===== src/rtl/csc_pkg.sv =====
`timescale 1ns / 1ps
`default_nettype none
// ----------------------------------------------------------------------------
// csc_pkg
// Shared types and constants for the CORDIC sine/cosine pipeline.
// ----------------------------------------------------------------------------
package csc_pkg;

  // Width of the range reduction datapath (angle * 4 plus one wrap)
  localparam int RED_W = 36;
  // Width of the residual angle through the micro-rotations, Q.30
  localparam int Z_W   = 34;
  // Number of arctangent entries available
  localparam int TABLE_LEN = 30;

  localparam logic signed [RED_W-1:0] PI_Q30      = 36'sd3373259426;
  localparam logic signed [RED_W-1:0] TWO_PI_Q30  = 36'sd6746518853;
  localparam logic signed [RED_W-1:0] HALF_PI_Q30 = 36'sd1686629713;

  // floor(atan(2^-i) * 2^30)
  localparam logic [31:0] ATAN_Q30 [TABLE_LEN] = '{
    32'd843314856, 32'd497837829, 32'd263043836, 32'd133525158, 32'd67021686,
    32'd33543515,  32'd16775850,  32'd8388437,   32'd4194282,   32'd2097149,
    32'd1048575,   32'd524287,    32'd262143,    32'd131071,    32'd65535,
    32'd32767,     32'd16383,     32'd8191,      32'd4095,      32'd2047,
    32'd1023,      32'd511,       32'd255,       32'd127,       32'd63,
    32'd31,        32'd15,        32'd7,         32'd3,         32'd1
  };

  // Control bits that travel alongside each item in the pipe
  typedef struct packed {
    logic valid;
    logic negate;
  } ctl_t;

  // Round-half-up of K * 2^frac, K = 0.60725293500888, by long division.
  // Only used at elaboration.
  function automatic longint unsigned gain_start(input int frac);
    longint unsigned r;
    longint unsigned q;
    r = 64'd60725293500888;
    q = 64'd0;
    for (int k = 0; k < frac + 1; k++) begin
      r = r << 1;
      q = q << 1;
      if (r >= 64'd100000000000000) begin
        r = r - 64'd100000000000000;
        q = q | 64'd1;
      end
    end
    return (q + 64'd1) >> 1;
  endfunction

endpackage : csc_pkg
`default_nettype wire


===== src/rtl/csc_reduce.sv =====
`timescale 1ns / 1ps
`default_nettype none
// ----------------------------------------------------------------------------
// csc_reduce
// Two-stage range reduction: one 2*pi wrap, then a half-plane fold by pi.
// ----------------------------------------------------------------------------
module csc_reduce (
  input  wire logic                          clk_i,
  input  wire logic                          rst_ni,
  input  wire logic                          en_i,
  input  wire logic                          valid_i,
  input  wire logic signed [31:0]            angle_i,
  output csc_pkg::ctl_t                      ctl_o,
  output logic signed [csc_pkg::Z_W-1:0]     z_o
);
  import csc_pkg::*;

  logic                    wrap_valid_q;
  logic signed [RED_W-1:0] wrap_z_d, wrap_z_q;
  logic signed [RED_W-1:0] z0;
  logic signed [RED_W-1:0] fold_z;
  ctl_t                    ctl_d, ctl_q;
  logic signed [Z_W-1:0]   z_d, z_q;

  // Stage 1: Q4.28 -> Q.30 and single wrap
  always_comb begin
    z0 = RED_W'(angle_i) <<< 2;
    if (z0 >= PI_Q30) begin
      wrap_z_d = z0 - TWO_PI_Q30;
    end else if (z0 < -PI_Q30) begin
      wrap_z_d = z0 + TWO_PI_Q30;
    end else begin
      wrap_z_d = z0;
    end
  end

  // Stage 2: fold outer half-planes by pi, results negated at the end
  always_comb begin
    ctl_d.valid  = wrap_valid_q;
    ctl_d.negate = 1'b0;
    fold_z       = wrap_z_q;
    if (wrap_z_q >= HALF_PI_Q30) begin
      fold_z       = wrap_z_q - PI_Q30;
      ctl_d.negate = 1'b1;
    end else if (wrap_z_q < -HALF_PI_Q30) begin
      fold_z       = wrap_z_q + PI_Q30;
      ctl_d.negate = 1'b1;
    end
    z_d = fold_z[Z_W-1:0];
  end

  always_ff @(posedge clk_i or negedge rst_ni) begin
    if (!rst_ni) begin
      wrap_valid_q <= 1'b0;
      ctl_q        <= '0;
    end else if (en_i) begin
      wrap_valid_q <= valid_i;
      ctl_q        <= ctl_d;
    end
  end

  always_ff @(posedge clk_i) begin
    if (en_i) begin
      wrap_z_q <= wrap_z_d;
      z_q      <= z_d;
    end
  end

  assign ctl_o = ctl_q;
  assign z_o   = z_q;

endmodule : csc_reduce
`default_nettype wire


===== config.mk =====
export PLATFORM = sky130hd
export DESIGN_NAME = csc_reduce
export DESIGN_NICKNAME = d
export VERILOG_FILES = /design/src/rtl/csc_pkg.sv /design/src/rtl/csc_reduce.sv
export SDC_FILE = /design/constraint.sdc
export NUM_CORES = 1
export LEC_CHECK = 0
export ABC_AREA = 1
export BUFFER_PORTS_ARGS = -buffer_cell sky130_fd_sc_hd__buf_2
export CAP_MARGIN = 20
export CORE_MARGIN = 4
export CORE_UTILIZATION = 50
export DETAILED_ROUTE_END_ITERATION = 16
export PLACE_DENSITY_LB_ADDON = 0.2
export SLEW_MARGIN = 10
export SYNTH_ARGS = -nofsm -noshare
export SYNTH_HDL_FRONTEND = slang
export SYNTH_SLANG_ARGS = --single-unit

===== constraint.sdc =====
create_clock -name clk_i -period 5.6 [get_ports clk_i]
set_clock_uncertainty 0.2 [all_clocks]
set_input_delay 0.28 -clock clk_i [delete_from_list [all_inputs] [get_ports clk_i]]
set_output_delay 0.28 -clock clk_i [all_outputs]
set_load 0.03 [all_outputs]

==> flow_summary.json <==
{
  "outcome": "finished, final reports clean",
  "floorplan.die_area_um2": 20100,
  "cts.htree.levels": 3,
  "track_usage_pct": 30.5,
  "drt_pass1_iterations": 9,
  "powerDensity_nw_per_um2": 228,
  "fill_cells": 1877,
  "clock_sinks": 72,
  "initial_utilization_pct": 51.3,
  "initial_antenna_violation_count": 0,
  "avg_cell_area_syn_um2": 5.65,
  "criticalPathCategory": "flop to flop",
  "grt-ovfl-total": 0,
  "grt_pass1_vias": 9542,
  "dp_hpwl_mm": 24.3,
  "timing_hold_violations_final": 0,
  "ys_seq_area_share_pct": 24.0,
  "core_region_area_um2": 17400,
  "totalWireLength_mm": 30.8,
  "cts_tree": "yes",
  "worst_slew_pin_slew_ns": 0.804,
  "cts-root-buf": "clkbuf_16",
  "synth_seq_cells": 72,
  "finalCritPeriodShare_pct": 60.1,
  "grt_pass1_wl_mm": 49.1,
  "synthDistinctLibCells": 52,
  "dpl-instance-area_um2": 9220,
  "irDropWorstVdd_uv": 145,
  "end_kind": "flop",
  "critPathLaunchType": "flop",
  "setup_total_neg_slack_ns": 0,
  "place_congestion": 1.00,
  "power.leakage_nw": 4.80,
  "cts_max_path_buffers": 2,
  "ioPinCount": 72,
  "layout.cells.most_common": "nand2_1",
  "timing.final.crit_period_ns": 3.37,
  "top_library_cells_by_usage_in_the_layout_fill_and_taps_aside": "nand2_1, nor2_1, nand3_1",
  "power.total_mw": 2.17,
  "timing.max_cap.violations": 0,
  "grt_setup_unrepaired": "false",
  "layout-drive-gt1-share_pct": 8.26,
  "grt_start_max_net_pins": 38,
  "ys.flop_type": "edfxtp_1",
  "routed_via_density": 5.51,
  "antenna_left": 0,
  "routedWlPerCell_um": 16.8,
  "synthCells": 1581,
  "max_freq_mhz": 297,
  "fin_hold_ws_ns": 0.0598,
  "timing.max_slew.rel_slack_pct": 46.4,
  "final_area_um2": 9520,
  "drt_iter0_drc": 877,
  "yosysWarnings": 0,
  "syn_to_final_growth_pct": 6.55,
  "slew_viol_final": 0,
  "async_flop_share_pct": 4.17,
  "timing.reg2reg.setup_slack_ns": 2.23,
  "count_of_flip_flops_with_a_built_in_enable_after_synthesis": 69,
  "dieHeight_um": 142,
  "synth.net_count": 1624,
  "numCtsBuffers": 9,
  "hold_path.class": "input pin to asynchronous set/reset pin",
  "std_cell_rows": 48,
  "cts.clk_slew.worst_paths_ns": 0.06,
  "numPortBuffers": 71,
  "setup-violations-final": 0,
  "num_vias": 10100,
  "worstPathArrival_ns": 3.27,
  "n_antenna_cell": 0,
  "drcViolationCount": 0,
  "critical_path.max_fanout": 35,
  "die_width_um": 142,
  "worstPathRequired_ns": 5.50,
  "fin_nets": 1649,
  "cell_area_synth_um2": 8930,
  "clk-insertion-delay-late_ns": 0.35
}
-- final cells by class --
class	instances	area (um2)	area share, %
clock inverter	7	53.8	0.565
timing repair buffer	75	390	4.10
sequential	72	2150	22.6
clock buffer	9	225	2.37
tap	225	282	2.96
multi-input combinational	1291	5830	61.2
inverter	157	597	6.27
-- per-layer routing --
metal / vias up / GRT usage (%) / part of all wire (%)
met2: 407 / 51.0 / 47
met4: 0 / 15.3 / 5.0
li1: 5085 / - / -
met3: 77 / 2.16 / 5.4
met5: - / 0 / 0
met1: 4550 / 39.8 / 43
-- synth_stat cells (2+ instances only) --
cell | instances | area, um2
clkinv_2 | 2 | 10.0
ha_1 | 7 | 87.6
a31oi_1 | 9 | 56.3
nand3_2 | 3 | 30.0
o21ai_0 | 31 | 155
and2_1 | 4 | 25.0
xor2_1 | 45 | 394
nor2_2 | 6 | 37.5
buf_6 | 5 | 56.3
nand2_1 | 696 | 2610
or2_0 | 2 | 12.5
o22ai_1 | 3 | 18.8
nor4_1 | 6 | 37.5
inv_4 | 2 | 12.5
inv_2 | 12 | 45.0
nor3_1 | 27 | 135
a21boi_0 | 2 | 15.0
nor2_4 | 4 | 45.0
o21ai_1 | 5 | 25.0
or2_2 | 3 | 18.8
nand2_4 | 3 | 33.8
nor2_1 | 179 | 672
nand3_1 | 149 | 746
a21oi_1 | 49 | 245
buf_2 | 42 | 210
nand4_1 | 25 | 156
nor3_2 | 3 | 30.0
inv_1 | 139 | 522
nand2_2 | 3 | 18.8
a21oi_2 | 2 | 17.5
o21bai_1 | 7 | 52.6
buf_4 | 12 | 90.1
edfxtp_1 | 69 | 2070
xnor2_1 | 2 | 17.5
o211ai_1 | 3 | 22.5
clkinv_1 | 2 | 7.51
dfrtp_1 | 3 | 75.1
-- report_power, final --
group	switching (mW)	internal, mW	total (mW)
clock network	0.253	0.303	0.556
registers	0.0893	0.685	0.774
logic	0.599	0.238	0.837
-- worst max-delay path, cell delays in order, from the launching register on --
cell      delay (ns)
edfxtp_1        0.61
clkinv_1        0.41
nand2_1         0.21
nor2_1          0.08
nand3_1         0.06
a21oi_1         0.07
nor2_1          0.15
nand3_2         0.10
nand2_4         0.34
clkinv_2        0.52
o21ai_0         0.24
nand2_1         0.07
-- stage by stage --
stage	setup slack, ns	std cells	utilization (%)
3_5_place_dp	2.30	1818	52.9
2_1_floorplan	3.59	1581	-
4_1_cts	2.29	1836	54.7
5_1_grt	2.09	1836	54.7
6_report	2.23	1836	54.7
3_3_place_gp	2.23	1818	52.9
-- cell families after synthesis --
kind of cell	count (synthesis)	synth area share [%]
AO/OA/AOI/OAI	118	7.44
XOR/XNOR	47	4.61
adder cells (fa/ha/maj)	7	0.980
buffers and inverters	218	10.8
flip-flops	72	24.0
AND/OR/NAND/NOR	1119	52.2
-- flip-flops by register name (all words and copies together), names as in the netlist --
register      cells
wrap_valid_q      1
wrap_z_q         35
z_o              34
ctl_o             2
-- what timing repair did --
item	in CTS	in global routing
hold buffers	2	0
endpoints found under the hold margin	4	0
buffers inserted	0	0
gates resized for setup	0	0
-- final timing paths --
check                                                 to                     start  cells after the start
worst max-delay path                   z_o[27]$_DFFE_PP_    wrap_z_q[27]$_DFFE_PP_                     11
worst min-delay path            wrap_valid_q$_DFFE_PN0P_                    rst_ni                      2
worst max register to register         z_o[27]$_DFFE_PP_    wrap_z_q[27]$_DFFE_PP_                     11
worst min register to register  wrap_valid_q$_DFFE_PN0P_  wrap_valid_q$_DFFE_PN0P_                      2
max in group asynchronous           ctl_o[1]$_DFFE_PN0P_                    rst_ni                      2
min in group clk_i                wrap_z_q[23]$_DFFE_PP_               angle_i[21]                      4
Note: power is estimated with default switching activity, not from simulation.
