**src/rtl/csc_pkg.sv**
```systemverilog
`timescale 1ns / 1ps
`default_nettype none
// ----------------------------------------------------------------------------
// csc_pkg
// Shared types and constants for the CORDIC sine/cosine pipeline.
// ----------------------------------------------------------------------------
package csc_pkg;

  // Width of the range reduction datapath (angle * 4 plus one wrap)
  localparam int RED_W = 36;
  // Width of the residual angle through the micro-rotations, Q.30
  localparam int Z_W   = 34;
  // Number of arctangent entries available
  localparam int TABLE_LEN = 30;

  localparam logic signed [RED_W-1:0] PI_Q30      = 36'sd3373259426;
  localparam logic signed [RED_W-1:0] TWO_PI_Q30  = 36'sd6746518853;
  localparam logic signed [RED_W-1:0] HALF_PI_Q30 = 36'sd1686629713;

  // floor(atan(2^-i) * 2^30)
  localparam logic [31:0] ATAN_Q30 [TABLE_LEN] = '{
    32'd843314856, 32'd497837829, 32'd263043836, 32'd133525158, 32'd67021686,
    32'd33543515,  32'd16775850,  32'd8388437,   32'd4194282,   32'd2097149,
    32'd1048575,   32'd524287,    32'd262143,    32'd131071,    32'd65535,
    32'd32767,     32'd16383,     32'd8191,      32'd4095,      32'd2047,
    32'd1023,      32'd511,       32'd255,       32'd127,       32'd63,
    32'd31,        32'd15,        32'd7,         32'd3,         32'd1
  };

  // Control bits that travel alongside each item in the pipe
  typedef struct packed {
    logic valid;
    logic negate;
  } ctl_t;

  // Round-half-up of K * 2^frac, K = 0.60725293500888, by long division.
  // Only used at elaboration.
  function automatic longint unsigned gain_start(input int frac);
    longint unsigned r;
    longint unsigned q;
    r = 64'd60725293500888;
    q = 64'd0;
    for (int k = 0; k < frac + 1; k++) begin
      r = r << 1;
      q = q << 1;
      if (r >= 64'd100000000000000) begin
        r = r - 64'd100000000000000;
        q = q | 64'd1;
      end
    end
    return (q + 64'd1) >> 1;
  endfunction

endpackage : csc_pkg
`default_nettype wire

```
**src/rtl/csc_stage.sv**
```systemverilog
`timescale 1ns / 1ps
`default_nettype none
// ----------------------------------------------------------------------------
// csc_stage
// One registered CORDIC micro-rotation with fixed shift IDX.
// ----------------------------------------------------------------------------
module csc_stage #(
  parameter int XW  = 34,
  parameter int IDX = 0
) (
  input  wire logic                          clk_i,
  input  wire logic                          rst_ni,
  input  wire logic                          en_i,
  input  wire csc_pkg::ctl_t                 ctl_i,
  input  wire logic signed [XW-1:0]          x_i,
  input  wire logic signed [XW-1:0]          y_i,
  input  wire logic signed [csc_pkg::Z_W-1:0] z_i,
  output csc_pkg::ctl_t                      ctl_o,
  output logic signed [XW-1:0]               x_o,
  output logic signed [XW-1:0]               y_o,
  output logic signed [csc_pkg::Z_W-1:0]     z_o
);
  import csc_pkg::*;

  localparam logic signed [Z_W-1:0] ATAN_I = Z_W'(ATAN_Q30[IDX]);

  logic signed [XW-1:0]  xs, ys;
  logic signed [XW-1:0]  x_d, y_d, x_q, y_q;
  logic signed [Z_W-1:0] z_d, z_q;
  ctl_t                  ctl_q;

  always_comb begin
    xs = x_i >>> IDX;
    ys = y_i >>> IDX;
    if (z_i < 0) begin
      x_d = x_i + ys;
      y_d = y_i - xs;
      z_d = z_i + ATAN_I;
    end else begin
      x_d = x_i - ys;
      y_d = y_i + xs;
      z_d = z_i - ATAN_I;
    end
  end

  always_ff @(posedge clk_i or negedge rst_ni) begin
    if (!rst_ni) begin
      ctl_q <= '0;
    end else if (en_i) begin
      ctl_q <= ctl_i;
    end
  end

  always_ff @(posedge clk_i) begin
    if (en_i) begin
      x_q <= x_d;
      y_q <= y_d;
      z_q <= z_d;
    end
  end

  assign ctl_o = ctl_q;
  assign x_o   = x_q;
  assign y_o   = y_q;
  assign z_o   = z_q;

endmodule : csc_stage
`default_nettype wire

```
**config.mk**
```make
export PLATFORM = sky130hd
export DESIGN_NAME = csc_stage
export DESIGN_NICKNAME = d
export VERILOG_FILES = /design/src/rtl/csc_pkg.sv /design/src/rtl/csc_stage.sv
export SDC_FILE = /design/constraint.sdc
export NUM_CORES = 1
export LEC_CHECK = 0
export BUFFER_PORTS_ARGS = -buffer_cell sky130_fd_sc_hd__buf_2
export CAP_MARGIN = 15
export CORE_UTILIZATION = 45
export DETAILED_ROUTE_END_ITERATION = 6
export GPL_TIMING_DRIVEN = 0
export PLACE_DENSITY = 0.68
export SKIP_CTS_REPAIR_TIMING = 1
export SLEW_MARGIN = 20
export SYNTH_ARGS = -nofsm -noshare
export SYNTH_HDL_FRONTEND = slang
export SYNTH_SLANG_ARGS = --single-unit
export TNS_END_PERCENT = 100
```
**constraint.sdc**
```tcl
create_clock -name clk_i -period 0.8 [get_ports clk_i]
set_input_delay 0.04 -clock clk_i [delete_from_list [all_inputs] [get_ports clk_i]]
set_output_delay 0.04 -clock clk_i [all_outputs]
set_load 0.005 [all_outputs]
```
==> impl_metrics.py, run 1 <==
metrics = {
    "timing": {
        "timing_worst_slew_pin_value_ns": 0.6130,
        "worst_slack_ns": -1.921,
        "totalNegativeSetupSlack_ns": -128.67,
        "drv_slew": 0,
        "hold-worst-slack_ns": 0.06958,
        "worst_clock_skew_ns": 0,
        "hold_viol_final": 0,
        "rsz_0062_raised_after_global_routing": "yes",
        "timing.final.setup_violations": 200,
        "time_the_final_worst_path_needs_with_i_o_delays_and_setup_ns": 2.721,
        "fmax_mhz": 367.6,
        "layout_worst_path_cycle_share": 3.401,
        "slew_headroom": 0.5870,
    },
    "drt": {
        "viasPerCell": 5.916,
        "drt_drc_violations_left": 0,
        "postRouteWirelength_um": 36720,
        "drtIter0Drc": 976,
        "drt_pre_antenna_iters": 6,
        "drt-wirelength-per-cell_um": 20.35,
        "routed-via-count": 10670,
        "ant_nets": 0,
    },
    "final_layout": {
        "num-nets-final": 1754,
        "multi_input_area_mm2": 0.008508,
        "num_antenna_cells": 0,
        "final_core_util": 0.6873,
        "post_route_cells_drive_above_1_share": 0.4384,
        "seqCellArea_mm2": 0.003083,
        "fillerInstances": 1728,
        "area_growth_from_synthesis_to_final_layout_pct": 49.96,
        "final_design_area_no_fill_mm2": 0.01556,
        "final-instance-count-excl-fill": 1804,
    },
    "yosys": {
        "yosys.cell_types.count": 80,
        "synth_area_mm2": 0.01038,
        "synthCells": 1185,
        "synth_enable_flop_cells": 101,
        "synthesis.yosys.warnings": 0,
        "ys_ff_latch": 103,
        "postSynthAreaPerCell_um2": 8.756,
        "yosys.area.top_type": "sky130_fd_sc_hd__edfxtp_1",
        "ys_dominant_reg_cell": "sky130_fd_sc_hd__edfxtp_1",
        "post_synth_main_area_contributors": "sky130_fd_sc_hd__edfxtp_1, sky130_fd_sc_hd__ha_1, sky130_fd_sc_hd__xnor2_1, sky130_fd_sc_hd__a21oi_1, sky130_fd_sc_hd__inv_1",
        "postSynthNetCount": 1425,
        "synth-seq-area-share": 0.2971,
        "synth_async_sr_flop_share": 0.01942,
        "top_area_cell_type_share_of_the_netlist_area": 0.2923,
    },
    "global_routing": {
        "gr-total-overflow": 0,
        "grt_use_total": 0.2772,
        "grt_pass1_vias": 9413,
        "grt_start_max_net_pins": 72,
        "antenna_found_initial": 0,
        "grt_pass1_wl_um": 50870,
    },
    "setup_path": {
        "maximum_fanout_count_along_the_critical_path": 6,
        "critical_path.startpoint_type": "primary input",
        "buffer_and_inverter_count_on_the_worst_path": 5,
        "cp_data_arrival_time_ns": 2.95,
        "worstSetupEndpointType": "flip-flop",
        "timing.critical_path.slowest_cell_delay_ns": 0.53,
        "critPathTopFamily": "compound AO/OA/AOI/OAI gates",
        "worst-setup-path-type": "primary input to flip-flop",
        "most_frequent_cell_on_the_critical_path": "sky130_fd_sc_hd__buf_16",
        "timing.critical_path.cells": "buf_16, clkbuf_16, clkinv_8, buf_12, buf_16, fa_2, a21o_1, a21oi_2, nor2b_1, o31a_1, a31o_4, o211ai_4, a211oi_2, or4b_1, nand4_1",
        "timing.critical_path.from": "z_i[33]",
        "cp_data_required_time_ns": 1.03,
        "regToRegStartpoint": "ctl_o[1]$_DFFE_PN0P_",
        "crit_slowest_cell": "sky130_fd_sc_hd__or4b_1",
    },
    "cts": {
        "clock_tree.buffer_depth": 2,
        "clockRootBuffer": "sky130_fd_sc_hd__clkbuf_16",
        "cts.sinks": 103,
        "clkLatencyLatePin_ns": 0.36,
        "cts_tree": "done",
        "cts-buffers-inserted": 9,
        "clk_pin_slew_ns": 0.08,
        "htreeDepth": 3,
    },
    "placement": {
        "dpl_cell_area_mm2": 0.01248,
        "portBuffers": 210,
        "placement.setup.worst_slack_ns": -2.689,
        "detailedPlacementHpwl_um": 26400,
        "dp.cells": 1681,
        "place.gp.congestion": 0.9715,
    },
    "hold_path": {
        "hold_path_class": "primary input to flip-flop",
        "hold_path.startpoint": "en_i",
    },
    "outcome": {
        "failed_checks": "negative setup slack",
        "outcome": "finished, violations left",
    },
    "floorplanning": {
        "floorplan_die_area_mm2": 0.02367,
        "placementRows": 55,
        "die_x_um": 153.9,
        "top_level_ports": 211,
        "initial_utilization": 0.4583,
        "chip_height_um": 153.9,
        "core_area_mm2": 0.02264,
    },
    "flow_run": {
        "drv.max_cap_violation_count": 0,
    },
    "pwr": {
        "total_leakage_power_nw": 6.629,
        "report.power.total_mw": 23.64,
        "power_density_mw_per_mm2": 1519,
        "worst_ir_drop_on_vdd_mv": 1.132,
    },
}
-- metal layers --
| layer | global-route usage | vias up | share of wire |
|---|---|---|---|
| met5 | 0 | - | 0 |
| met2 | 0.4359 | 529 | 0.46 |
| li1 | - | 4952 | - |
| met1 | 0.3822 | 5097 | 0.42 |
| met3 | 0.04820 | 95 | 0.082 |
| met4 | 0.09762 | 0 | 0.033 |
-- path summary, 6_finish.rpt --
path / to / slack, ns / cells after the start
min in group asynchronous: ctl_o[1]$_DFFE_PN0P_ / 0.55 / 3
hold / removal: z_o[2]$_DFFE_PP_ / 0.07 / 1
hold reg to reg: ctl_o[0]$_DFFE_PN0P_ / 0.52 / 1
setup / recovery: z_o[29]$_DFFE_PP_ / -1.92 / 15
setup reg to reg: ctl_o[1]$_DFFE_PN0P_ / 0.03 / 1
max in group asynchronous: ctl_o[0]$_DFFE_PN0P_ / 0.12 / 3
-- power breakdown --
| part | internal [mW] | total [mW] | switching [mW] |
|---|---|---|---|
| logic | 5.14 | 11.3 | 6.18 |
| clock network | 2.54 | 4.96 | 2.41 |
| registers | 7.12 | 7.36 | 0.237 |
-- kinds of logic (layout without fill, tap and decap cells) --
family | Yosys count | count (layout) | synth area share
flip-flops | 103 | 103 | 0.2971
multiplexers | 22 | 22 | 0.02146
AND/OR/NAND/NOR | 283 | 283 | 0.1316
AO/OA/AOI/OAI | 395 | 395 | 0.2502
adder cells (fa/ha/maj) | 133 | 133 | 0.1633
XOR/XNOR | 89 | 89 | 0.07512
buffers and inverters | 160 | 494 | 0.06126
-- Yosys cell counts, types with 4 or more instances --
| cell type | instances |
|---|---|
| sky130_fd_sc_hd__a21oi_1 | 134 |
| sky130_fd_sc_hd__ha_1 | 129 |
| sky130_fd_sc_hd__inv_1 | 110 |
| sky130_fd_sc_hd__edfxtp_1 | 101 |
| sky130_fd_sc_hd__nor2_1 | 96 |
| sky130_fd_sc_hd__xnor2_1 | 77 |
| sky130_fd_sc_hd__o21ai_0 | 70 |
| sky130_fd_sc_hd__nand2_1 | 59 |
| sky130_fd_sc_hd__a21o_1 | 34 |
| sky130_fd_sc_hd__nor3_1 | 29 |
| sky130_fd_sc_hd__nand3_1 | 21 |
| sky130_fd_sc_hd__clkbuf_1 | 20 |
| sky130_fd_sc_hd__mux2i_1 | 20 |
| sky130_fd_sc_hd__o21bai_1 | 20 |
| sky130_fd_sc_hd__nor2b_1 | 18 |
| sky130_fd_sc_hd__nand4_1 | 16 |
| sky130_fd_sc_hd__a211oi_1 | 15 |
| sky130_fd_sc_hd__buf_2 | 13 |
| sky130_fd_sc_hd__o21a_1 | 13 |
| sky130_fd_sc_hd__a31oi_1 | 12 |
| sky130_fd_sc_hd__nand2b_1 | 12 |
| sky130_fd_sc_hd__xor2_1 | 12 |
| sky130_fd_sc_hd__o31ai_1 | 11 |
| sky130_fd_sc_hd__buf_1 | 9 |
| sky130_fd_sc_hd__a221oi_1 | 8 |
| sky130_fd_sc_hd__and3_1 | 8 |
| sky130_fd_sc_hd__a211o_1 | 7 |
| sky130_fd_sc_hd__o211ai_1 | 6 |
| sky130_fd_sc_hd__and2_1 | 5 |
| sky130_fd_sc_hd__o21ai_1 | 5 |
| sky130_fd_sc_hd__o22ai_1 | 5 |
| sky130_fd_sc_hd__a211oi_2 | 4 |
| sky130_fd_sc_hd__a21boi_0 | 4 |
| sky130_fd_sc_hd__a221o_1 | 4 |
| sky130_fd_sc_hd__fa_1 | 4 |
| sky130_fd_sc_hd__nor4_1 | 4 |
| sky130_fd_sc_hd__o31a_1 | 4 |
-- cell usage in the layout, fill, tap and decap left out, types with 15 or more instances in the layout --
master | synthesis | routed
sky130_fd_sc_hd__ha_1 | 129 | 97
sky130_fd_sc_hd__a21oi_2 | 0 | 39
sky130_fd_sc_hd__edfxtp_1 | 101 | 101
sky130_fd_sc_hd__a21o_1 | 34 | 32
sky130_fd_sc_hd__nor3_1 | 29 | 18
sky130_fd_sc_hd__buf_2 | 13 | 190
sky130_fd_sc_hd__xnor2_1 | 77 | 66
sky130_fd_sc_hd__nand3_1 | 21 | 17
sky130_fd_sc_hd__o21ai_0 | 70 | 36
sky130_fd_sc_hd__o21ai_2 | 0 | 19
sky130_fd_sc_hd__o21ai_1 | 5 | 16
sky130_fd_sc_hd__nor2_1 | 96 | 80
sky130_fd_sc_hd__nand2_1 | 59 | 50
sky130_fd_sc_hd__mux2i_1 | 20 | 15
sky130_fd_sc_hd__a21oi_1 | 134 | 81
sky130_fd_sc_hd__inv_1 | 110 | 87
sky130_fd_sc_hd__buf_6 | 1 | 46
sky130_fd_sc_hd__buf_4 | 3 | 78
sky130_fd_sc_hd__nand4_1 | 16 | 16
sky130_fd_sc_hd__ha_4 | 0 | 26
-- state kept, by name (all words and copies together) (netlist names) --
register / flops
y_o: 33
z_o: 34
ctl_o: 2
x_o: 34
-- final cells by class --
cell class                 count  share of cell area
multi-input combinational    922              0.5468
buffer                        40             0.02646
clock buffer                   9             0.01447
timing repair buffer         324              0.1513
tap                          285             0.02292
inverter                     114             0.03337
sequential                   103              0.1981
clock inverter                 7            0.006594
Note: power is estimated with default switching activity, not from simulation.
==> inputs of run 2 (changes only) <==
- CELL_PAD_IN_SITES_DETAIL_PLACEMENT: unset -> 1
- CELL_PAD_IN_SITES_GLOBAL_PLACEMENT: unset -> 1
- CORE_UTILIZATION: 45 -> 38
- PLACE_DENSITY: 0.68 -> 0.76
==> run 2 against run 1 <==
The run still ends with negative setup slack left. Design area rose by 1.3%. Critical path depth rose by 1. Non-clock buffer count rose by 20. Clock skew did not move. Cell count rose by 4.2%. Clock power rose by 0.8%. Register-to-register slack barely moved. Sequential power rose by 0.5%. Critical endpoint is now z_o[33]$_DFFE_PP_. Largest cell class unchanged. Largest power group unchanged. Highest routed layer unchanged.
==> impl_metrics.py, run 2 (synthesis gave the netlist of run 1 again) <==
metrics = {
    "outcome": {
        "outcome": "finished, violations left",
        "failed_checks": "negative setup slack",
    },
    "timing": {
        "timing.final.setup_violations": 200,
        "time_the_final_worst_path_needs_with_i_o_delays_and_setup_ns": 2.836,
        "hold-worst-slack_ns": 0.06460,
        "rsz_0062_raised_after_global_routing": "yes",
        "worst_slack_ns": -2.036,
        "drv_slew": 0,
        "totalNegativeSetupSlack_ns": -135.30,
        "worst_clock_skew_ns": 0,
        "timing_worst_slew_pin_value_ns": 1.040,
        "slew_headroom": 0.3064,
        "layout_worst_path_cycle_share": 3.545,
        "fmax_mhz": 352.6,
        "hold_viol_final": 0,
    },
    "setup_path": {
        "most_frequent_cell_on_the_critical_path": "sky130_fd_sc_hd__buf_16",
        "cp_data_required_time_ns": 1.04,
        "worst-setup-path-type": "primary input to flip-flop",
        "timing.critical_path.slowest_cell_delay_ns": 0.37,
        "timing.critical_path.cells": "buf_16, clkbuf_16, clkinv_8, buf_12, buf_16, fa_2, a21o_1, a21oi_2, nor2b_1, o31a_1, a31o_4, o211ai_4, a21oi_4, a311oi_2, buf_4, a211o_1",
        "maximum_fanout_count_along_the_critical_path": 6,
        "critical_path.startpoint_type": "primary input",
        "crit_slowest_cell": "sky130_fd_sc_hd__fa_2",
        "cp_data_arrival_time_ns": 3.07,
        "worstSetupEndpointType": "flip-flop",
    },
    "global_routing": {
        "grt_use_total": 0.2668,
        "gr-total-overflow": 0,
        "antenna_found_initial": 0,
        "grt_pass1_vias": 10330,
        "grt_pass1_wl_um": 58130,
        "grt_start_max_net_pins": 74,
    },
    "placement": {
        "dp.cells": 1737,
        "portBuffers": 210,
        "place.gp.congestion": 0.9601,
        "detailedPlacementHpwl_um": 29960,
        "placement.setup.worst_slack_ns": -2.757,
    },
    "pwr": {
        "report.power.total_mw": 24.27,
        "seq_pwr_share": 0.305,
        "switching_share": 0.3837,
        "internal-power_mw": 14.96,
        "total_leakage_power_nw": 6.654,
        "worst_ir_drop_on_vdd_mv": 1.133,
        "combinationalPowerShare": 0.489,
        "power_density_mw_per_mm2": 1540,
        "clock_power_share": 0.206,
        "power_switching_mw": 9.314,
    },
    "drt": {
        "postRouteWirelength_um": 44460,
        "ant_nets": 0,
        "drt_pre_antenna_iters": 7,
        "drt_drc_violations_left": 0,
        "drtIter0Drc": 753,
        "routed-via-count": 11130,
        "viasPerCell": 5.920,
        "drt-wirelength-per-cell_um": 23.65,
    },
    "final_layout": {
        "fillerInstances": 2961,
        "highest_count_cells_in_the_layout_ignoring_fill_and_taps": "sky130_fd_sc_hd__buf_2, sky130_fd_sc_hd__buf_4, sky130_fd_sc_hd__edfxtp_1",
        "leading_cell_type_in_the_layout_fill_and_taps_excluded": "sky130_fd_sc_hd__buf_2",
        "post_route_cells_drive_above_1_share": 0.4509,
        "num-nets-final": 1774,
        "num_antenna_cells": 0,
        "area_growth_from_synthesis_to_final_layout_pct": 51.85,
        "final-instance-count-excl-fill": 1880,
    },
    "floorplanning": {
        "die_x_um": 167.2,
        "initial_utilization": 0.3861,
        "top_level_ports": 211,
        "chip_height_um": 167.2,
        "floorplan_die_area_mm2": 0.02797,
        "core_area_mm2": 0.02688,
        "placementRows": 60,
    },
    "cts": {
        "cts.sinks": 103,
        "htreeDepth": 3,
        "clk_pin_slew_ns": 0.07,
        "clkLatencyLatePin_ns": 0.36,
        "cts-buffers-inserted": 9,
        "cts_tree": "done",
        "clockRootBuffer": "sky130_fd_sc_hd__clkbuf_16",
        "clock_tree.buffer_depth": 2,
    },
    "flow_run": {
        "drv.max_cap_violation_count": 0,
    },
    "hold_path": {
        "hold_path_class": "primary input to flip-flop",
    },
}
-- run 2: through the flow --
| step | area, um2 | util |
|---|---|---|
| floorplan | 11040 | - |
| global route | 15760 | 0.5863 |
| global placement | 12520 | 0.4657 |
| finish | 15760 | 0.5863 |
| detailed placement | 12550 | 0.4669 |
| CTS | 12860 | 0.4786 |
-- run 2: cell type report --
type                            count  area, um2  area share
Buffer                             39      406.6     0.02581
Clock inverter                      6      75.07    0.004765
Sequential cell                   103       3083      0.1957
Tap cell                          341      426.7     0.02708
Inverter                          114      530.5     0.03367
Clock buffer                       10      239.0     0.01517
Timing Repair Buffer              345       2434      0.1545
Multi-Input combinational cell    922       8562      0.5434
-- run 2: power by group through the flow --
stage	Sequential (mW)	Clock (mW)	Combinational, mW
6_report	7.40	5.00	11.9
3_5_place_dp	7.50	0	8.61
4_1_cts	7.39	5.05	8.67
5_1_grt	7.46	5.16	12.5
3_3_place_gp	7.49	0	8.45
2_1_floorplan	7.60	0	5.23
-- run 2: routing by layer --
layer  share of wire  up-vias  track usage  wire length (um)
met5               0        -            0                 0
met1            0.41     5491       0.3497             18210
li1                -     4988            -                 -
met4           0.046        0       0.1009              2050
met2            0.49      517       0.4528             21730
met3           0.056      133      0.02765              2472
-- run 2: worst max-delay path: cells and delay by family --
kind | cells | cell delay (ns)
adder cells (fa/ha/maj) | 1 | 0.37
AND/OR/NAND/NOR | 1 | 0.09
buffers and inverters | 6 | 0.68
AO/OA/AOI/OAI | 8 | 1.86
-- run 2: worst paths after layout --
| kind | to | cells after the start | slack, ns | startpoint |
|---|---|---|---|---|
| hold / removal | z_o[0]$_DFFE_PP_ | 1 | 0.06 | en_i |
| setup reg to reg | ctl_o[1]$_DFFE_PN0P_ | 1 | 0.04 | ctl_o[1]$_DFFE_PN0P_ |
| setup / recovery | z_o[33]$_DFFE_PP_ | 16 | -2.04 | z_i[33] |
| min in group asynchronous | ctl_o[0]$_DFFE_PN0P_ | 3 | 0.55 | rst_ni |
| max in group asynchronous | ctl_o[1]$_DFFE_PN0P_ | 3 | 0.12 | rst_ni |
| hold reg to reg | ctl_o[0]$_DFFE_PN0P_ | 1 | 0.51 | ctl_o[0]$_DFFE_PN0P_ |
