===== src/rtl/csc_pkg.sv =====
`timescale 1ns / 1ps
`default_nettype none
// ----------------------------------------------------------------------------
// csc_pkg
// Shared types and constants for the CORDIC sine/cosine pipeline.
// ----------------------------------------------------------------------------
package csc_pkg;

  // Width of the range reduction datapath (angle * 4 plus one wrap)
  localparam int RED_W = 36;
  // Width of the residual angle through the micro-rotations, Q.30
  localparam int Z_W   = 34;
  // Number of arctangent entries available
  localparam int TABLE_LEN = 30;

  localparam logic signed [RED_W-1:0] PI_Q30      = 36'sd3373259426;
  localparam logic signed [RED_W-1:0] TWO_PI_Q30  = 36'sd6746518853;
  localparam logic signed [RED_W-1:0] HALF_PI_Q30 = 36'sd1686629713;

  // floor(atan(2^-i) * 2^30)
  localparam logic [31:0] ATAN_Q30 [TABLE_LEN] = '{
    32'd843314856, 32'd497837829, 32'd263043836, 32'd133525158, 32'd67021686,
    32'd33543515,  32'd16775850,  32'd8388437,   32'd4194282,   32'd2097149,
    32'd1048575,   32'd524287,    32'd262143,    32'd131071,    32'd65535,
    32'd32767,     32'd16383,     32'd8191,      32'd4095,      32'd2047,
    32'd1023,      32'd511,       32'd255,       32'd127,       32'd63,
    32'd31,        32'd15,        32'd7,         32'd3,         32'd1
  };

  // Control bits that travel alongside each item in the pipe
  typedef struct packed {
    logic valid;
    logic negate;
  } ctl_t;

  // Round-half-up of K * 2^frac, K = 0.60725293500888, by long division.
  // Only used at elaboration.
  function automatic longint unsigned gain_start(input int frac);
    longint unsigned r;
    longint unsigned q;
    r = 64'd60725293500888;
    q = 64'd0;
    for (int k = 0; k < frac + 1; k++) begin
      r = r << 1;
      q = q << 1;
      if (r >= 64'd100000000000000) begin
        r = r - 64'd100000000000000;
        q = q | 64'd1;
      end
    end
    return (q + 64'd1) >> 1;
  endfunction

endpackage : csc_pkg
`default_nettype wire


===== src/rtl/csc_outfmt.sv =====
`timescale 1ns / 1ps
`default_nettype none
// ----------------------------------------------------------------------------
// csc_outfmt
// Quadrant negate, Q2.F to Q2.30 conversion with saturation, output register.
// ----------------------------------------------------------------------------
module csc_outfmt #(
  parameter int XW   = 34,
  parameter int FRAC = 30
) (
  input  wire logic                 clk_i,
  input  wire logic                 rst_ni,
  input  wire logic                 en_i,
  input  wire csc_pkg::ctl_t        ctl_i,
  input  wire logic signed [XW-1:0] x_i,
  input  wire logic signed [XW-1:0] y_i,
  output logic                      valid_o,
  output logic signed [31:0]        cosine_out_o,
  output logic signed [31:0]        sine_out_o
);
  import csc_pkg::*;

  localparam int CW = XW + 32;
  localparam logic signed [CW-1:0] SAT_HI = CW'(64'sd2147483647);
  localparam logic signed [CW-1:0] SAT_LO = CW'(-64'sd2147483648);

  logic signed [XW-1:0] xn, yn;
  logic signed [CW-1:0] xe, ye;
  logic signed [CW-1:0] xr, yr;
  logic signed [31:0]   cos_d, sin_d, cos_q, sin_q;
  logic                 valid_q;

  function automatic logic signed [31:0] sat32(input logic signed [CW-1:0] v);
    logic signed [31:0] r;
    if (v > SAT_HI) begin
      r = 32'sh7fffffff;
    end else if (v < SAT_LO) begin
      r = 32'sh80000000;
    end else begin
      r = v[31:0];
    end
    return r;
  endfunction

  always_comb begin
    xn = ctl_i.negate ? -x_i : x_i;
    yn = ctl_i.negate ? -y_i : y_i;
    xe = CW'(xn);
    ye = CW'(yn);
  end

  generate
    if (FRAC > 30) begin : g_round
      localparam int SH = FRAC - 30;
      localparam logic signed [CW-1:0] HALF = CW'(1) <<< (SH - 1);
      assign xr = (xe + HALF) >>> SH;
      assign yr = (ye + HALF) >>> SH;
    end else begin : g_widen
      localparam int SH = 30 - FRAC;
      assign xr = xe <<< SH;
      assign yr = ye <<< SH;
    end
  endgenerate

  assign cos_d = sat32(xr);
  assign sin_d = sat32(yr);

  always_ff @(posedge clk_i or negedge rst_ni) begin
    if (!rst_ni) begin
      valid_q <= 1'b0;
    end else if (en_i) begin
      valid_q <= ctl_i.valid;
    end
  end

  always_ff @(posedge clk_i) begin
    if (en_i) begin
      cos_q <= cos_d;
      sin_q <= sin_d;
    end
  end

  assign valid_o      = valid_q;
  assign cosine_out_o = cos_q;
  assign sine_out_o   = sin_q;

endmodule : csc_outfmt
`default_nettype wire


===== config.mk =====
export PLATFORM = sky130hd
export DESIGN_NAME = csc_outfmt
export DESIGN_NICKNAME = d
export VERILOG_FILES = /design/src/rtl/csc_pkg.sv /design/src/rtl/csc_outfmt.sv
export SDC_FILE = /design/constraint.sdc
export NUM_CORES = 1
export LEC_CHECK = 0
export BUFFER_PORTS_ARGS = -buffer_cell sky130_fd_sc_hd__buf_4
export CAP_MARGIN = 20
export CELL_PAD_IN_SITES_DETAIL_PLACEMENT = 1
export CELL_PAD_IN_SITES_GLOBAL_PLACEMENT = 2
export CORE_UTILIZATION = 31
export DETAILED_ROUTE_END_ITERATION = 6
export PLACE_DENSITY = 0.88
export SLEW_MARGIN = 10
export SYNTH_ARGS = -nofsm -noshare
export SYNTH_HDL_FRONTEND = slang
export SYNTH_SLANG_ARGS = --single-unit
export TNS_END_PERCENT = 10

===== constraint.sdc =====
create_clock -name clk_i -period 0.9 [get_ports clk_i]
set_input_delay 0.045 -clock clk_i [delete_from_list [all_inputs] [get_ports clk_i]]
set_output_delay 0.045 -clock clk_i [all_outputs]
set_load 0.01 [all_outputs]

==> results of run 1 <==
[cell type report]
| cell class | count | area [sq um] | area share [%] |
|---|---|---|---|
| repair buffers | 283 | 2450 | 33.7 |
| inverters | 9 | 33.8 | 0.466 |
| well taps | 176 | 220 | 3.03 |
| flip-flops and latches | 65 | 1950 | 26.8 |
| multi-input cells | 333 | 2350 | 32.3 |
| clock buffers | 10 | 229 | 3.16 |
| clock inverters | 6 | 35.0 | 0.483 |
[per-layer routing]
layer / up-vias / share of wire [%] / track usage (%)
met5: - / 0 / 0
met4: 0 / 1.7 / 8.02
met3: 22 / 4.6 / 3.21
met2: 149 / 54 / 42.0
met1: 2216 / 40 / 25.9
li1: 2194 / - / -
[sequential cells by signal (all words and copies together) (netlist names)]
register,count
sine_out_o,32
valid_o,1
cosine_out_o,32
[cell families (layout without fill, tap and decap cells)]
group / after synthesis / in the layout
and+or+nand+nor: 86 / 86
adders and majority gates: 2 / 2
xor gates and xnor gates: 66 / 66
DFF: 65 / 65
AOI/OAI and AO/OA: 176 / 176
muxes: 3 / 3
buffers and inverters: 38 / 308
[final timing paths]
| kind | start | endpoint | slack, ns | cells after the start |
|---|---|---|---|---|
| worst max-delay path | y_i[18] | sine_out_o[17]$_SDFFCE_PN1P_ | -1.42 | 9 |
| worst min-delay path | rst_ni | valid_o$_DFFE_PN0P_ | 0.01 | 2 |
| worst max register to register | valid_o$_DFFE_PN0P_ | valid_o$_DFFE_PN0P_ | 0.15 | 1 |
| worst min register to register | valid_o$_DFFE_PN0P_ | valid_o$_DFFE_PN0P_ | 0.53 | 1 |
| max in group asynchronous | rst_ni | valid_o$_DFFE_PN0P_ | 0.81 | 2 |
| min in group clk_i | en_i | valid_o$_DFFE_PN0P_ | 0.03 | 2 |
[stage by stage]
stage	instance area, sq um	power [mW]	setup slack, ns	setup TNS [ns]	cells
final	7260	10.9	-1.42	-78.66	882
after global routing	7260	11.3	-1.49	-86.10	882
after CTS	7110	10.8	-1.42	-78.91	881
after detailed placement	6570	7.29	-1.81	-105.30	856
after global placement	6570	7.15	-1.67	-97.69	856
after floorplan	4370	5.42	-1.71	-98.62	436
[where the power goes]
group | total, mW | internal (mW) | switching, mW
clock | 3.21 | 1.84 | 1.37
sequential | 4.09 | 3.89 | 0.205
combinational | 3.58 | 1.90 | 1.68
total | 10.9 | 7.63 | 3.25
[placed cells by master (no fill, tap or decap), drive strengths merged]
cell and instances:
a21o 13, buf 281, inv 9, nand3 5, nand2b 2, a21boi 2
ha 2, dfrtp 1, clkbuf 10, nand4b 3, o21bai 1, nor2 4
xnor2 28, o31ai 19, o31a 1, nor4 8, dlygate4sd3 2, nor2b 4
clkinv 4, or3 10, edfxtp 64, nand4 3, mux2 1, or2 3
or4 9, a21oi 57, mux2i 2, xor2 38, nand2 20, nor4b 1
o21ai 63, o41ai 19, a211oi 1, clkinvlp 2, nor3b 2, nor3 12
[cell usage after synthesis (all sizes together) (3+ instances only)]
master   n
a21o    13
a21oi   57
buf      8
clkbuf  21
edfxtp  64
inv      9
nand2   20
nand3    5
nand4    3
nand4b   3
nor2     4
nor2b    4
nor3    12
nor4     8
o21ai   63
o31ai   19
o41ai   19
or2      3
or3     10
or4      9
xnor2   28
xor2    38
[timing repair]
action                     in CTS  in global routing
gates cloned                    1                  0
setup buffers                   6                  1
hold endpoints to repair        2                  0
gates resized for setup        53                 36
setup endpoints to repair     111                126
hold buffers                    2                  0
pin swaps                       4                  2
==> impl_metrics.toml, run 1 <==
[floorplan]
die_area_sq_um = 14500
dieWidth_microns = 121
io-pin-count = 138
die_h_microns = 121
coreArea_sq_um = 13500
start_util_pct = 32.4
rows = 42

[timing]
post-route-min-period_ns = 2.32
relSlewSlack_pct = 64.7
fin_hold_ws_ns = 0.0129
period_share_pct = 258
worstMarginPinSlew_ns = 0.523
clock_skew_ns = 0
setup_viol = 100
hold_viol = 0
fin_ws_ns = -1.42
fmax_mhz = 431
drv_slew = 0
grt_setup_unrepaired = "yes"

[global_routing]
antenna_found_initial = 0
grt_pass1_vias = 4939
gr-total-overflow = 0
grt_pass1_wl_microns = 25100
gr-usage-all-layers_pct = 22.5
grt_max_degree = 30

[power]
powerDensity_nw_per_um2 = 1500
leakagePower_nw = 3.00
ir_worst_vdd_mv = 0.844

[yosys]
syn_area_sq_um = 4360
ys_seq_elements = 65
synth_top_family_by_area = "compound AO/OA/AOI/OAI gates"
yosysUniqueCellTypes = 45
synth_top_area_share_pct = 44.1
ys_warn_count = 0
yosys.area_share.simple_pct = 11.1
synth-adder-area-share_pct = 0.574
async_reset_ff_share_pct = 1.54
synth_xor_area_share_pct = 13.8
synth_area_leader_cell = "edfxtp_1"
netlist_instances = 436
ys_seq_area_share_pct = 44.7
ys.flop_type = "edfxtp_1"
synthTopCellsByArea = "edfxtp_1 (44%), xor2_1 (7.4%), o21ai_0 (7.1%)"
synth_compound_area_share_pct = 25.2
synth_mux_area_share_pct = 0.718
synth_edf_count = 64
syn_area_per_cell_sq_um = 10.0
syn_nets = 511

[worst_setup_path]
crit_top_cell = "or4_4"
arrival_ns = 2.41
required_ns = 0.99
cp_slowest_cell = "or4_4"
worst-path-max-fanout = 8
cp-start-kind = "input port"
cpLargestDelayFamily = "simple AND/OR/NAND/NOR gates"
crit_chain = "buf_6, or4_4, or4_4, o41ai_4, xor2_2, buf_4, buf_8, a21oi_1, a21o_1"
worst_setup_path_end_kind = "flip-flop"
path_class = "input port to flip-flop"
cp_slowest_stage_delay_ns = 0.59
critPathBufInv = 3

[clocking]
cts_sinks = 65
root_buffer = "clkbuf_16"
insertion_delay_ns = 0.34
clk_pin_slew_ns = 0.06
h-tree-depth = 3
cts_buffer_depth = 2
cts_tree = "yes"
cts_buffers = 9

[cells_and_area]
antenna_cells = 0
post-route-util_pct = 53.9
nFillCells = 1512
drive_above_1_share_pct = 45.6
nets = 776
area_growth_pct = 66.5

[routing]
vias = 4581
drc = 0
finalWirelength_microns = 15900
drtIter0Drc = 216
vias_per_cell = 5.19
wl_per_cell_microns = 18.0
drtPass1Iterations = 4
ant_nets = 0

[status]
violations = "negative setup slack"
outcome = "complete, but fails checks"

[placed_design]
gp_congestion = 0.887
portBuffers = 137
hpwlAfterDp_microns = 12100

[flow_run]
maxCapViolCount = 0

[worst_hold_path]
hold_path.class = "input port to async pin"
Power figures use the tool's default switching activity.
==> run 2: changes to the inputs <==
--- a/config.mk
+++ b/config.mk
@@ -7,11 +7,9 @@
 export LEC_CHECK = 0
 export BUFFER_PORTS_ARGS = -buffer_cell sky130_fd_sc_hd__buf_4
 export CAP_MARGIN = 20
-export CELL_PAD_IN_SITES_DETAIL_PLACEMENT = 1
-export CELL_PAD_IN_SITES_GLOBAL_PLACEMENT = 2
-export CORE_UTILIZATION = 31
+export CORE_UTILIZATION = 52
 export DETAILED_ROUTE_END_ITERATION = 6
-export PLACE_DENSITY = 0.88
+export PLACE_DENSITY = 0.89
 export SLEW_MARGIN = 10
 export SYNTH_ARGS = -nofsm -noshare
 export SYNTH_HDL_FRONTEND = slang
==> impl_metrics.toml, run 2 (synthesis results as in run 1) <==
[status]
outcome = "complete, but fails checks"
violations = "negative hold slack, negative setup slack"

[timing]
hold_viol = 1
fin_ws_ns = -1.69
setup_tns_ns = -81.59
fmax_mhz = 386
setup_viol = 128
grt_setup_unrepaired = "yes"
period_share_pct = 288
drv_slew = 0
clock_skew_ns = 0
relSlewSlack_pct = 64.3
fin_hold_ws_ns = -0.00161
post-route-min-period_ns = 2.59
worstMarginPinSlew_ns = 0.529

[global_routing]
grt_pass1_vias = 5024
use_met1_pct = 44.8
gr-max-usage-layer = "met2"
grt_max_degree = 27
grt_pass1_wl_microns = 25700
gr-usage-all-layers_pct = 38.5
use_met2_pct = 67.4
antenna_found_initial = 0
gr-total-overflow = 0
use_met3_pct = 8.29

[worst_setup_path]
path_class = "input port to flip-flop"
crit_cells = 8
cp_slowest_cell = "or4_4"
cp_slowest_stage_delay_ns = 0.58
arrival_ns = 2.68
cp-start-kind = "input port"
worst-path-max-fanout = 17
crit_chain = "buf_4, or4_4, or4_4, o31ai_2, xnor2_2, a21boi_4, buf_12, o21ai_0"
reg2reg_depth = 1
worst_setup_path_end_kind = "flip-flop"
startpoint = "y_i[18]"
required_ns = 0.99
critPathBufInv = 2
cpLargestDelayFamily = "simple AND/OR/NAND/NOR gates"
crit_top_cell = "or4_4"
r2r_start = "valid_o$_DFFE_PN0P_"

[routing]
finalWirelength_microns = 19300
drc = 0
wl_per_cell_microns = 24.1
vias = 5291
vias_per_cell = 6.62
drtIter0Drc = 629
drtPass1Iterations = 7
ant_nets = 0

[clocking]
insertion_delay_ns = 0.35
root_buffer = "clkbuf_8"
cts_tree = "yes"
h-tree-depth = 3
cts_buffer_depth = 2
clk_pin_slew_ns = 0.09
cts_sinks = 65
cts_buffers = 9

[cells_and_area]
drive_above_1_share_pct = 46.0
area_growth_pct = 63.2
mostFrequentLayoutCell = "buf_4"
nets = 764
nFillCells = 333
antenna_cells = 0
final_cell_mix = "buf_4 (196), buf_6 (65), edfxtp_1 (64), a21oi_1 (52), o21ai_0 (38)"

[floorplan]
dieWidth_microns = 93.6
coreArea_sq_um = 8180
die_h_microns = 93.6
rows = 33
start_util_pct = 53.3
die_area_sq_um = 8750
io-pin-count = 138

[placed_design]
gp_congestion = 0.951
portBuffers = 137
hpwlAfterDp_microns = 11000

[power]
leakagePower_nw = 2.96
ir_worst_vdd_mv = 1.14
power_mw = 11.3
powerDensity_nw_per_um2 = 1580

[flow_run]
maxCapViolCount = 0

[worst_hold_path]
hold_path.class = "input port to async pin"
==> run 2: cell type report <==
cell class | count | area [sq um] | share of cell area (%)
inverter | 9 | 33.8 | 0.475
tap | 105 | 131 | 1.85
timing repair buffer | 271 | 2380 | 33.5
sequential | 65 | 1950 | 27.4
clock buffer | 9 | 124 | 1.74
multi-input combinational | 333 | 2370 | 33.3
clock inverter | 7 | 125 | 1.76
==> run 2: metal layers <==
metal	wire length, microns	up-vias
li1	-	2171
met1	6430	2467
met2	9200	491
met3	2180	162
met4	1470	0
met5	0	-
==> run 2: timing repair <==
action	4_1_cts	5_1_grt
hold endpoints to repair	2	0
pin swaps	7	9
resized for setup	75	35
setup endpoints to repair	128	129
buffers inserted	2	0
hold buffers	2	0
==> run 2: metrics by stage <==
step / util, % / worst slack, ns / hold WS [ns] / cells / instance area [sq um]
detailed placement: 79.0 / -1.75 / -0.178 / 779 / 6460
finish: 87.0 / -1.69 / -0.00161 / 799 / 7120
global placement: 79.0 / -1.64 / -0.180 / 779 / 6460
global route: 87.0 / -1.95 / 0.0126 / 799 / 7120
floorplan: - / -1.71 / -0.251 / 436 / 4370
CTS: 85.4 / -1.34 / 0.00509 / 799 / 6990
==> run 2: worst paths after layout <==
path	to	slack [ns]
worst max-delay path	sine_out_o[27]$_SDFFCE_PN1P_	-1.69
worst min-delay path	valid_o$_DFFE_PN0P_	-0.002
worst max register to register	valid_o$_DFFE_PN0P_	0.13
worst min register to register	valid_o$_DFFE_PN0P_	0.55
max in group asynchronous	valid_o$_DFFE_PN0P_	0.82
min in group clk_i	cosine_out_o[10]$_SDFFCE_PN1P_	0.05
==> run 2: where the power goes <==
| group | switching, mW | internal, mW | leakage (nW) |
|---|---|---|---|
| sequential | 0.250 | 3.88 | 0.638 |
| combinational | 1.92 | 1.90 | 2.20 |
| clock | 1.43 | 1.87 | 0.124 |
| total | 3.59 | 7.66 | 2.96 |
==> run 3: changes to the inputs <==
--- a/config.mk
+++ b/config.mk
@@ -7,9 +7,9 @@
 export LEC_CHECK = 0
 export BUFFER_PORTS_ARGS = -buffer_cell sky130_fd_sc_hd__buf_4
 export CAP_MARGIN = 20
-export CORE_UTILIZATION = 52
+export CORE_UTILIZATION = 55
 export DETAILED_ROUTE_END_ITERATION = 6
-export PLACE_DENSITY = 0.89
+export PLACE_DENSITY_LB_ADDON = 0.05
 export SLEW_MARGIN = 10
 export SYNTH_ARGS = -nofsm -noshare
 export SYNTH_HDL_FRONTEND = slang
==> constraint.sdc (replaced) <==
create_clock -name clk_i -period 3.2 [get_ports clk_i]
set_input_delay 0.16 -clock clk_i [delete_from_list [all_inputs] [get_ports clk_i]]
set_output_delay 0.16 -clock clk_i [all_outputs]
set_load 0.01 [all_outputs]
==> impl_metrics.toml, run 3 (synthesis results as in run 1) <==
[status]
outcome = "finished clean"

[power]
ir_worst_vdd_mv = 0.254
powerDensity_nw_per_um2 = 464
leakagePower_nw = 2.24

[floorplan]
coreArea_sq_um = 7690
dieWidth_microns = 91.0
io-pin-count = 138
die_area_sq_um = 8290
die_h_microns = 91.0
start_util_pct = 56.7
rows = 32

[cells_and_area]
post-route-util_pct = 74.9
antenna_cells = 0
final_cell_mix = "buf_4 (151), edfxtp_1 (64), o21ai_0 (62), a21oi_1 (57), xor2_1 (36)"
area_growth_pct = 32.0
drive_above_1_share_pct = 31.8
mostFrequentLayoutCell = "buf_4"
nets = 646
final_cells = 678

[worst_setup_path]
arrival_ns = 2.65
cp_slowest_cell = "or4_4"
worst-path-max-fanout = 17
required_ns = 3.27
path_class = "input port to flip-flop"
critPathBufInv = 1
cp-start-kind = "input port"
cp_slowest_stage_delay_ns = 0.61
crit_chain = "buf_4, or4_1, or4_4, o31ai_2, xnor2_2, a21boi_4, o21ai_0"
cpLargestDelayFamily = "simple AND/OR/NAND/NOR gates"
worst_setup_path_end_kind = "flip-flop"

[clocking]
ctsResizeCount = 0
h-tree-depth = 3
postCtsSetupRepairBufs = 0
cts_sinks = 65
clk_pin_slew_ns = 0.08
cts_hold_buf = 1
cts_tree = "yes"
cts_buffer_depth = 2
root_buffer = "clkbuf_8"
insertion_delay_ns = 0.33
cts_buffers = 9

[timing]
hold_viol = 0
drv_slew = 0
post-route-min-period_ns = 2.58
relSlewSlack_pct = 44.8
setup_viol = 0
setup_tns_ns = 0
clock_skew_ns = 0
grt_setup_unrepaired = "no"
fmax_mhz = 388
period_share_pct = 80.5
fin_ws_ns = 0.623
worstMarginPinSlew_ns = 0.829

[global_routing]
grt_pass1_vias = 3704
use_met3_pct = 6.11
grt_max_degree = 69
grt_pass1_wl_microns = 18200
use_met1_pct = 39.1
antenna_found_initial = 0
use_met2_pct = 41.7
gr-max-usage-layer = "met2"
gr-total-overflow = 0
gr-usage-all-layers_pct = 27.7

[routing]
drc = 0
drtPass1Iterations = 4
vias = 4072
finalWirelength_microns = 11300
vias_per_cell = 6.01
ant_nets = 0
wl_per_cell_microns = 16.6
drtIter0Drc = 276

[placed_design]
dp_cells = 661
portBuffers = 137
dp_slack_ns = 0.275
hpwlAfterDp_microns = 7810
gp_congestion = 0.891

[flow_run]
maxCapViolCount = 0

[worst_hold_path]
hold_path.class = "input port to flip-flop"
[run 3: worst paths after layout]
kind / start / endpoint / slack, ns / depth (start not counted)
setup / recovery: y_i[18] / sine_out_o[16]$_SDFFCE_PN1P_ / 0.62 / 7
hold / removal: ctl_i[1] / valid_o$_DFFE_PN0P_ / 0.06 / 2
setup reg to reg: valid_o$_DFFE_PN0P_ / valid_o$_DFFE_PN0P_ / 2.46 / 1
hold reg to reg: valid_o$_DFFE_PN0P_ / valid_o$_DFFE_PN0P_ / 0.51 / 1
max in group asynchronous: rst_ni / valid_o$_DFFE_PN0P_ / 2.99 / 2
min in group asynchronous: rst_ni / valid_o$_DFFE_PN0P_ / 0.13 / 2
[run 3: area by class of cell]
cell class | count | area (sq um)
clock buffers | 10 | 128
clock inverters | 6 | 92.6
fillers | 570 | 1930
inverters | 9 | 33.8
multi-input cells | 333 | 2260
flip-flops and latches | 65 | 1950
well taps | 102 | 128
repair buffers | 153 | 1160
[run 3: metal layers]
metal / vias up / wire length (microns)
met2: 184 / 5100
met5: - / 0
met4: 0 / 222
met1: 1929 / 5000
met3: 21 / 946
li1: 1938 / -
[run 3: stage by stage]
| stage | hold WS, ns | area [sq um] | power, mW |
|---|---|---|---|
| 6_report | 0.0568 | 5760 | 2.67 |
| 5_1_grt | 0.0595 | 5760 | 2.78 |
| 4_1_cts | 0.0526 | 5760 | 2.68 |
| 3_5_place_dp | -0.0637 | 5530 | 1.89 |
| 3_3_place_gp | -0.0648 | 5530 | 1.88 |
| 2_1_floorplan | -0.136 | 4360 | 1.52 |
[run 3: report_power, final]
group / internal (mW) / switching [mW]
logic: 0.357 / 0.402
registers: 1.09 / 0.0369
clock network: 0.442 / 0.343
